==> config.mk <==
export PLATFORM = sky130hd
export DESIGN_NAME = char_lcd_bus_write_sequencer_flat
export DESIGN_NICKNAME = d
export VERILOG_FILES = /design/src/lcdseq_pkg.sv /design/src/lcdseq_if.sv /design/src/lcdseq_ctrl.sv /design/src/lcdseq_dp.sv /design/src/char_lcd_bus_write_sequencer.sv /design/src/flat_wrapper.sv
export SDC_FILE = /design/constraint.sdc
export NUM_CORES = 1
export LEC_CHECK = 0
export BUFFER_PORTS_ARGS = -buffer_cell sky130_fd_sc_hd__buf_2
export CAP_MARGIN = 20
export CORE_MARGIN = 2
export CORE_UTILIZATION = 40
export DETAILED_ROUTE_END_ITERATION = 8
export SETUP_SLACK_MARGIN = 0.15
export SYNTH_ARGS = -nofsm -noshare
export SYNTH_HDL_FRONTEND = slang
export SYNTH_SLANG_ARGS = --single-unit
export TNS_END_PERCENT = 1
==> constraint.sdc <==
create_clock -name i_clk -period 2.5 [get_ports i_clk]
set_input_delay 0.125 -clock i_clk [delete_from_list [all_inputs] [get_ports i_clk]]
set_output_delay 0.125 -clock i_clk [all_outputs]
set_load 0.05 [all_outputs]
==> src/lcdseq_pkg.sv <==
package lcdseq_pkg;

    typedef struct packed {
        logic [2:0] kind;
        logic [7:0] byte_value;
        logic [1:0] line;
        logic [6:0] cell_req;
    } t_req;

    typedef struct packed {
        logic       reg_select;
        logic [7:0] bus_value;
        logic       enable;
        logic [5:0] hold_ms;
        logic       last;
    } t_step;

    // Request kinds.
    localparam logic [2:0] KIND_INSTR  = 3'd0;
    localparam logic [2:0] KIND_DATA   = 3'd1;
    localparam logic [2:0] KIND_INIT   = 3'd2;
    localparam logic [2:0] KIND_CURSOR = 3'd3;
    localparam logic [2:0] KIND_CLEAR  = 3'd4;

    // Operation codes of a request's command list.
    localparam logic [1:0] OP_END  = 2'd0;
    localparam logic [1:0] OP_WAIT = 2'd1;
    localparam logic [1:0] OP_BYTE = 2'd2;
    localparam logic [1:0] OP_HOLD = 2'd3;

    // Display instructions.
    localparam logic [7:0] CMD_FUNC_8BIT = 8'h38;
    localparam logic [7:0] CMD_DISP_ON   = 8'h0C;
    localparam logic [7:0] CMD_CLEAR     = 8'h01;
    localparam logic [7:0] CMD_ENTRY     = 8'h06;
    localparam logic [7:0] CMD_HOME      = 8'h02;
    localparam logic [7:0] CMD_FUNC_4BIT = 8'h28;
    localparam logic [7:0] CMD_SET_DDRAM = 8'h80;
    localparam logic [7:0] LINE2_OFFSET  = 8'h40;

    localparam logic [5:0] HOLD_PULSE_MS = 6'd1;
    localparam logic [5:0] HOLD_INIT_MS  = 6'd50;

    localparam logic [1:0] LINE_ONE = 2'd1;
    localparam logic [1:0] LINE_TWO = 2'd2;

    // The pins during the wait after a clear: the last half of the clear pulse.
    localparam logic [7:0] HOLD_BUS_8BIT = CMD_CLEAR;
    localparam logic [7:0] HOLD_BUS_4BIT = {CMD_CLEAR[3:0], 4'b0000};

    typedef struct packed {
        logic [1:0] code;
        logic       rs;
        logic       use_req;   // byte comes from the request, not the list
        logic [7:0] cmd_byte;
    } t_op;

    typedef struct packed {
        logic       load;
        logic       step;
        logic [2:0] idx;
        logic [1:0] sub;
    } t_ctl_cmd;

    typedef struct packed {
        logic cur_end;
        logic sub_done;
        logic last_step;
        logic out_free;
    } t_dp_status;

    function automatic t_op mk_op(logic [1:0] code, logic [7:0] b);
        t_op op;
        op.code     = code;
        op.rs       = 1'b0;
        op.use_req  = 1'b0;
        op.cmd_byte = b;
        return op;
    endfunction

    // Command list of a request, one operation per index.
    function automatic t_op op_at(logic [2:0] kind, logic mode, logic line_ok,
                                  logic [2:0] idx);
        t_op op;
        op = mk_op(OP_END, 8'h00);
        case (kind)
            KIND_INSTR, KIND_DATA, KIND_CURSOR: begin
                if (idx == 3'd0 && (kind != KIND_CURSOR || line_ok)) begin
                    op         = mk_op(OP_BYTE, 8'h00);
                    op.use_req = 1'b1;
                    op.rs      = (kind == KIND_DATA);
                end
            end
            KIND_INIT: begin
                if (mode) begin
                    case (idx)
                        3'd0:    op = mk_op(OP_WAIT, 8'h00);
                        3'd1:    op = mk_op(OP_BYTE, CMD_HOME);
                        3'd2:    op = mk_op(OP_BYTE, CMD_FUNC_4BIT);
                        3'd3:    op = mk_op(OP_BYTE, CMD_DISP_ON);
                        3'd4:    op = mk_op(OP_BYTE, CMD_CLEAR);
                        3'd5:    op = mk_op(OP_HOLD, 8'h00);
                        3'd6:    op = mk_op(OP_BYTE, CMD_ENTRY);
                        default: op = mk_op(OP_END, 8'h00);
                    endcase
                end else begin
                    case (idx)
                        3'd0:    op = mk_op(OP_WAIT, 8'h00);
                        3'd1:    op = mk_op(OP_BYTE, CMD_FUNC_8BIT);
                        3'd2:    op = mk_op(OP_BYTE, CMD_DISP_ON);
                        3'd3:    op = mk_op(OP_BYTE, CMD_CLEAR);
                        3'd4:    op = mk_op(OP_HOLD, 8'h00);
                        3'd5:    op = mk_op(OP_BYTE, CMD_ENTRY);
                        default: op = mk_op(OP_END, 8'h00);
                    endcase
                end
            end
            KIND_CLEAR: begin
                case (idx)
                    3'd0:    op = mk_op(OP_BYTE, CMD_CLEAR);
                    3'd1:    op = mk_op(OP_HOLD, 8'h00);
                    default: op = mk_op(OP_END, 8'h00);
                endcase
            end
            default: op = mk_op(OP_END, 8'h00);
        endcase
        return op;
    endfunction

endpackage

==> src/lcdseq_if.sv <==
interface lcdseq_req_if;
    import lcdseq_pkg::*;
    logic valid;
    logic ready;
    t_req data;
    modport source (output valid, output data, input ready);
    modport sink (input valid, input data, output ready);
endinterface

interface lcdseq_step_if;
    import lcdseq_pkg::*;
    logic  valid;
    logic  ready;
    t_step data;
    modport source (output valid, output data, input ready);
    modport sink (input valid, input data, output ready);
endinterface

==> src/lcdseq_ctrl.sv <==
module lcdseq_ctrl (
    input  logic                   i_clk,
    input  logic                   i_rst_n,
    input  logic                   i_req_valid,
    output logic                   o_req_ready,
    input  lcdseq_pkg::t_dp_status i_status,
    output lcdseq_pkg::t_ctl_cmd   o_cmd
);
    import lcdseq_pkg::*;

    localparam logic S_IDLE = 1'b0;
    localparam logic S_RUN  = 1'b1;

    logic       r_state, n_state;
    logic [2:0] r_idx, n_idx;
    logic [1:0] r_sub, n_sub;
    logic       step;

    assign o_req_ready = (r_state == S_IDLE);

    always_comb begin
        n_state = r_state;
        n_idx   = r_idx;
        n_sub   = r_sub;
        step    = 1'b0;
        case (r_state)
            S_IDLE: begin
                if (i_req_valid) begin
                    n_state = S_RUN;
                    n_idx   = 3'd0;
                    n_sub   = 2'd0;
                end
            end
            S_RUN: begin
                if (i_status.cur_end) begin
                    // A request with an empty command list.
                    n_state = S_IDLE;
                end else if (i_status.out_free) begin
                    step = 1'b1;
                    if (i_status.last_step) begin
                        n_state = S_IDLE;
                    end else if (i_status.sub_done) begin
                        n_idx = r_idx + 3'd1;
                        n_sub = 2'd0;
                    end else begin
                        n_sub = r_sub + 2'd1;
                    end
                end
            end
            default: n_state = S_IDLE;
        endcase
    end

    always_ff @(posedge i_clk) begin
        if (!i_rst_n) begin
            r_state <= S_IDLE;
            r_idx   <= 3'd0;
            r_sub   <= 2'd0;
        end else begin
            r_state <= n_state;
            r_idx   <= n_idx;
            r_sub   <= n_sub;
        end
    end

    always_comb begin
        o_cmd.load = (r_state == S_IDLE) && i_req_valid;
        o_cmd.step = step;
        o_cmd.idx  = r_idx;
        o_cmd.sub  = r_sub;
    end
endmodule

==> src/lcdseq_dp.sv <==
module lcdseq_dp (
    input  logic                   i_clk,
    input  logic                   i_rst_n,
    input  logic                   i_cfg_we,
    input  logic                   i_cfg_wdata,
    input  lcdseq_pkg::t_req       i_req,
    input  lcdseq_pkg::t_ctl_cmd   i_cmd,
    output lcdseq_pkg::t_dp_status o_status,
    output logic                   o_valid,
    input  logic                   i_ready,
    output lcdseq_pkg::t_step      o_step
);
    import lcdseq_pkg::*;

    logic       r_bus_mode;
    logic [2:0] r_kind;
    logic [7:0] r_byte;
    logic       r_line_ok;
    logic       r_valid;
    t_step      r_step;

    t_op        cur_op;
    t_op        next_op;
    logic [7:0] col;
    logic [7:0] req_byte;
    logic [7:0] wr_byte;
    logic       sub_done;
    t_step      n_step;

    // Set cursor address: column is one-based, wrapping at 256.
    assign col = {1'b0, i_req.cell_req} - 8'd1;

    always_comb begin
        if (i_req.kind == KIND_CURSOR) begin
            req_byte = CMD_SET_DDRAM | col;
            if (i_req.line == LINE_TWO) begin
                req_byte = req_byte | LINE2_OFFSET;
            end
        end else begin
            req_byte = i_req.byte_value;
        end
    end

    assign cur_op  = op_at(r_kind, r_bus_mode, r_line_ok, i_cmd.idx);
    assign next_op = op_at(r_kind, r_bus_mode, r_line_ok, i_cmd.idx + 3'd1);
    assign wr_byte = cur_op.use_req ? r_byte : cur_op.cmd_byte;

    // A byte is two beats in eight-bit mode and four in four-bit mode.
    assign sub_done = (cur_op.code != OP_BYTE) ||
                      (i_cmd.sub == (r_bus_mode ? 2'd3 : 2'd1));

    always_comb begin
        n_step.reg_select = 1'b0;
        n_step.bus_value  = 8'h00;
        n_step.enable     = 1'b0;
        n_step.hold_ms    = HOLD_PULSE_MS;
        n_step.last       = sub_done && (next_op.code == OP_END);
        case (cur_op.code)
            OP_WAIT: n_step.hold_ms = HOLD_INIT_MS;
            OP_HOLD: n_step.bus_value = r_bus_mode ? HOLD_BUS_4BIT : HOLD_BUS_8BIT;
            OP_BYTE: begin
                n_step.reg_select = cur_op.rs;
                n_step.enable     = ~i_cmd.sub[0];
                if (!r_bus_mode) begin
                    n_step.bus_value = wr_byte;
                end else if (i_cmd.sub[1]) begin
                    n_step.bus_value = {wr_byte[3:0], 4'b0000};
                end else begin
                    n_step.bus_value = {wr_byte[7:4], 4'b0000};
                end
            end
            default: n_step.last = 1'b0;
        endcase
    end

    always_ff @(posedge i_clk) begin
        if (!i_rst_n) begin
            r_bus_mode <= 1'b1;
            r_valid    <= 1'b0;
        end else begin
            if (i_cfg_we) begin
                r_bus_mode <= i_cfg_wdata;
            end
            if (i_cmd.step) begin
                r_valid <= 1'b1;
            end else if (i_ready) begin
                r_valid <= 1'b0;
            end
        end
    end

    always_ff @(posedge i_clk) begin
        if (i_cmd.load) begin
            r_kind    <= i_req.kind;
            r_byte    <= req_byte;
            r_line_ok <= (i_req.line == LINE_ONE) || (i_req.line == LINE_TWO);
        end
        if (i_cmd.step) begin
            r_step <= n_step;
        end
    end

    always_comb begin
        o_status.cur_end   = (cur_op.code == OP_END);
        o_status.sub_done  = sub_done;
        o_status.last_step = n_step.last;
        o_status.out_free  = !r_valid || i_ready;
    end

    assign o_valid = r_valid;
    assign o_step  = r_step;
endmodule

==> src/char_lcd_bus_write_sequencer.sv <==
// Character LCD bus write sequencer.
// i_req takes one request (instruction, data byte, init, set cursor, clear);
// o_step gives the run of pin steps for it, one beat per step: register
// select, bus value, enable level, hold time in ms, and a last flag on the
// final step. i_cfg_we/i_cfg_wdata write bus_mode (0 eight-bit, 1 four-bit);
// write it only while no request is in progress.
// The request is taken while idle; its steps are then registered one by one
// into the output register, one step per cycle while the receiver takes them.
// A request with no steps (a set cursor on another line, an unknown kind)
// returns to idle without a step. The next request is accepted while the
// final step still waits in the output register. A command list gives 2 or
// 4 beats per byte, up to 22 steps for the four-bit init.
// Reset leaves the block idle, the output empty and bus_mode at four-bit.
// When the receiver stalls, the output register holds its step and the
// sequencer waits; nothing is dropped or repeated.
module char_lcd_bus_write_sequencer (
    input  logic          i_clk,
    input  logic          i_rst_n,
    input  logic          i_cfg_we,
    input  logic          i_cfg_wdata,
    lcdseq_req_if.sink    i_req,
    lcdseq_step_if.source o_step
);
    import lcdseq_pkg::*;

    t_ctl_cmd   cmd;
    t_dp_status status;

    lcdseq_ctrl u_ctrl (
        .i_clk       (i_clk),
        .i_rst_n     (i_rst_n),
        .i_req_valid (i_req.valid),
        .o_req_ready (i_req.ready),
        .i_status    (status),
        .o_cmd       (cmd)
    );

    lcdseq_dp u_dp (
        .i_clk       (i_clk),
        .i_rst_n     (i_rst_n),
        .i_cfg_we    (i_cfg_we),
        .i_cfg_wdata (i_cfg_wdata),
        .i_req       (i_req.data),
        .i_cmd       (cmd),
        .o_status    (status),
        .o_valid     (o_step.valid),
        .i_ready     (o_step.ready),
        .o_step      (o_step.data)
    );
endmodule

==> src/flat_wrapper.sv <==
// flat-port wrapper written by rule: the top's interface ports become plain ports
module char_lcd_bus_write_sequencer_flat import lcdseq_pkg::*;
  (i_clk, i_rst_n, i_cfg_we, i_cfg_wdata, i_req_valid, i_req_data, i_req_ready, o_step_valid, o_step_data, o_step_ready);
  lcdseq_req_if i_req_i ();
  lcdseq_step_if o_step_i ();
  input  logic i_clk;
  input  logic i_rst_n;
  input  logic i_cfg_we;
  input  logic i_cfg_wdata;
  input wire logic [$bits(i_req_i.valid)-1:0] i_req_valid;
  input wire logic [$bits(i_req_i.data)-1:0] i_req_data;
  output wire logic [$bits(i_req_i.ready)-1:0] i_req_ready;
  output wire logic [$bits(o_step_i.valid)-1:0] o_step_valid;
  output wire logic [$bits(o_step_i.data)-1:0] o_step_data;
  input wire logic [$bits(o_step_i.ready)-1:0] o_step_ready;
  assign i_req_i.valid = i_req_valid;
  assign i_req_i.data = i_req_data;
  assign i_req_ready = i_req_i.ready;
  assign o_step_valid = o_step_i.valid;
  assign o_step_data = o_step_i.data;
  assign o_step_i.ready = o_step_ready;
  char_lcd_bus_write_sequencer u_core (.i_clk(i_clk), .i_rst_n(i_rst_n), .i_cfg_we(i_cfg_we), .i_cfg_wdata(i_cfg_wdata), .i_req(i_req_i), .o_step(o_step_i));
endmodule
==> flow_metrics.tcl <==
set metrics [dict create \
    status "complete, no violations" \
    avgSynthCellArea_um2 9.76 \
    nets 298 \
    ys.flop_type "edfxtp_1" \
    grt_antenna_before_repair 0 \
    p_clk_share_pct 29.7 \
    insertion_delay_ns 0.29 \
    syn_inst 212 \
    drtIter0Drc 90 \
    postCtsHoldBufs 0 \
    numCtsBuffers 5 \
    crit_fanout 7 \
    synth_edf_count 25 \
    timing.fmax_ghz 0.441 \
    drive_gt1_share_pct 34.7 \
    reg2reg_from "u_core.u_ctrl.r_idx[1]$_SDFFE_PN0P_" \
    gp_congestion 0.854 \
    rows 26 \
    synth_cell_types 58 \
    cts_buffer_depth 2 \
    ys_seq_elements 33 \
    ios 45 \
    setup_violations 0 \
    internal_power_mw 0.904 \
    netlist_area_um2 2070 \
    whs_endpoint "u_core.u_dp.r_kind[2]$_DFFE_PP_" \
    yosysSeqAreaShare_pct 44.0 \
    htreeDepth 2 \
    reg2regPathDepth 9 \
    whs_path_depth 1 \
    hold_class "input pin to flip-flop" \
    async_flop_share_pct 0 \
    grt_use_total_pct 15.1 \
    power.total_mw 1.27 \
    gr-total-overflow 0 \
    io_buffer_count 42 \
    tightest_slew_ns 0.587 \
    clk_pin_slew_ns 0.07 \
    seqPwrFrac_pct 50.4 \
    ff2ff_setup_slack_ns 0.23 \
    tns_ns 0 \
    finalMaxSlewViolations 0 \
    peakVddDrop_mv 0.281 \
    finalCriticalPeriod_ns 2.27 \
    timing.rr.end "u_core.u_ctrl.r_idx[1]$_SDFFE_PN0P_" \
    final_util_pct 51.0 \
    core_um2 5040 \
    p_per_area_nw_per_um2 494 \
    required_ns 2.72 \
    diodes 0 \
    p_leak_nw 1.05 \
    cts_tree "done" \
    vias_per_cell 5.00 \
    cap_violations 0 \
    area_growth_pct 24.4 \
    grt_pass1_wl_mm 7.09 \
    firstDrtPassIters 5 \
    die_w_um 75.9 \
    setup.worst_path.end_class "flip-flop" \
    period_share_pct 90.7 \
    cts_root_buf "clkbuf_8" \
    wire_per_inst_um 12.7 \
    skew_ns 0.00727 \
    die_h_um 75.9 \
    min_from "i_req_data[19]" \
    cp_data_arrival_time_ns 2.49 \
    rsz0062_at_grt "yes" \
    p_switching_mw 0.368 \
    grt_start_max_net_pins 22 \
    initial_core_util_pct 41.0 \
    dp_hpwl_mm 3.15 \
    slew_headroom_pct 60.8 \
    clkSinkCount 33 \
    worstSetupPathType "flip-flop to flip-flop" \
    design.die.area_um2 5760 \
    wl_mm 4.24 \
    yosys_warnings 0 \
    critPathLaunchType "flip-flop" \
    combPwrFrac_pct 19.8 \
    drc 0 \
    grt_pass1_vias 1520 \
    ant_nets 0 \
    hold_violations 0 \
    vias 1676 \
    switching_share_pct 28.9 \
]
synth_stat cells, types with 4 or more instances:
| cell | n | area (µm²) |
|---|---|---|
| buf_4 | 5 | 37.5 |
| ha_1 | 8 | 100 |
| o21ai_0 | 12 | 60.1 |
| a21oi_1 | 7 | 35.0 |
| nand2_1 | 26 | 97.6 |
| inv_1 | 12 | 45.0 |
| nand2b_1 | 9 | 56.3 |
| xnor2_1 | 5 | 43.8 |
| nand3_1 | 4 | 20.0 |
| nor3_1 | 5 | 25.0 |
| edfxtp_1 | 25 | 751 |
| or4_1 | 4 | 30.0 |
| clkbuf_1 | 4 | 15.0 |
| nor2_1 | 15 | 56.3 |
| dfxtp_1 | 8 | 160 |
| buf_2 | 5 | 25.0 |
logic make-up after synthesis:
family	share of synthesized area, %
xor+xnor	2.96
mux	1.45
flops	44.0
buf+inv	6.47
compound gates	18.0
fa+ha+maj	4.84
other cells	0.181
simple gates	22.1
worst max-delay path, stage by stage, from the launching register on:
cell	delay [ns]
dfxtp_2	0.32
buf_4	0.14
ha_2	0.21
or4_4	0.54
a311oi_2	0.31
buf_4	0.18
o311a_4	0.19
nor3b_4	0.04
buf_4	0.15
o2bb2ai_2	0.11
power by group through the flow:
stage / clock (mW) / combinational [mW] / sequential, mW
after floorplan: 0 / 0.135 / 0.686
after global placement: 0 / 0.237 / 0.654
after detailed placement: 0 / 0.237 / 0.654
after CTS: 0.384 / 0.239 / 0.642
after global routing: 0.405 / 0.278 / 0.645
final: 0.378 / 0.252 / 0.641
through the flow:
| step | std cells | setup WS [ns] | area [µm²] | hold slack [ns] |
|---|---|---|---|---|
| finish | 335 | 0.233 | 2570 | 0.0180 |
| global route | 335 | 0.129 | 2570 | 0.0233 |
| CTS | 334 | 0.103 | 2480 | 0.0168 |
| detailed placement | 326 | 0.112 | 2400 | 0.313 |
| global placement | 326 | 0.129 | 2400 | 0.316 |
| floorplan | 213 | 0.158 | 2070 | 0.187 |
registers in the layout, indices dropped and copies added (netlist names):
register                cells
u_core.u_dp.r_line_ok       1
u_core.u_ctrl.r_idx         3
u_core.u_dp.o_valid         1
u_core.u_dp.r_bus_mode      1
u_core.u_dp.r_kind          3
u_core.u_dp.o_step         13
u_core.u_ctrl.r_state       1
u_core.u_ctrl.r_sub         2
u_core.u_dp.r_byte          8
how the worst max path moves through the flow:
stage                                        start                                   to  depth (start not counted)
2_1_floorplan  u_core.u_ctrl.r_idx[0]$_SDFFE_PN0P_      u_core.u_dp.o_step[0]$_DFFE_PP_                          8
3_3_place_gp   u_core.u_ctrl.r_idx[0]$_SDFFE_PN0P_     u_core.u_dp.o_step[10]$_DFFE_PP_                          6
3_5_place_dp   u_core.u_ctrl.r_idx[0]$_SDFFE_PN0P_     u_core.u_dp.o_step[14]$_DFFE_PP_                          6
4_1_cts        u_core.u_ctrl.r_idx[0]$_SDFFE_PN0P_  u_core.u_ctrl.r_idx[0]$_SDFFE_PN0P_                          8
5_1_grt        u_core.u_ctrl.r_idx[1]$_SDFFE_PN0P_  u_core.u_ctrl.r_sub[1]$_SDFFE_PN0P_                          9
6_report       u_core.u_ctrl.r_idx[1]$_SDFFE_PN0P_  u_core.u_ctrl.r_idx[1]$_SDFFE_PN0P_                          9
placed cells by master, fill, tap and decap left out, types with 4 or more instances in the layout:
| cell | synthesis | routed |
|---|---|---|
| buf_2 | 5 | 42 |
| nand2_1 | 26 | 26 |
| edfxtp_1 | 25 | 25 |
| buf_4 | 5 | 17 |
| nor2_1 | 15 | 14 |
| o21ai_0 | 12 | 12 |
| inv_1 | 12 | 10 |
| nand2b_1 | 9 | 9 |
| a21oi_1 | 7 | 7 |
| dfxtp_1 | 8 | 6 |
| xnor2_1 | 5 | 5 |
| clkbuf_8 | 0 | 5 |
| nor3_1 | 5 | 4 |
| nand3_1 | 4 | 4 |
| ha_1 | 8 | 4 |
| ha_2 | 0 | 4 |
per-layer routing:
layer,global-route usage [%],part of all wire (%)
met3,3.81,6.0
met1,20.1,47
met4,5.45,1.8
met5,0,0
met2,23.8,45
layout make-up:
type | count | area [µm²]
clock buffers | 5 | 68.8
clock inverters | 3 | 12.5
fillers | 462 | 2470
inverters | 12 | 45.0
multi-input cells | 153 | 1110
flip-flops and latches | 33 | 916
well taps | 70 | 87.6
repair buffers | 59 | 338
what timing repair did:
| action | CTS | global route |
|---|---|---|
| endpoints found under the setup margin | 17 | 14 |
| gates resized for setup | 1 | 19 |
| pin swaps | 0 | 2 |
| buffers inserted | 0 | 1 |
Power figures use the tool's default switching activity.
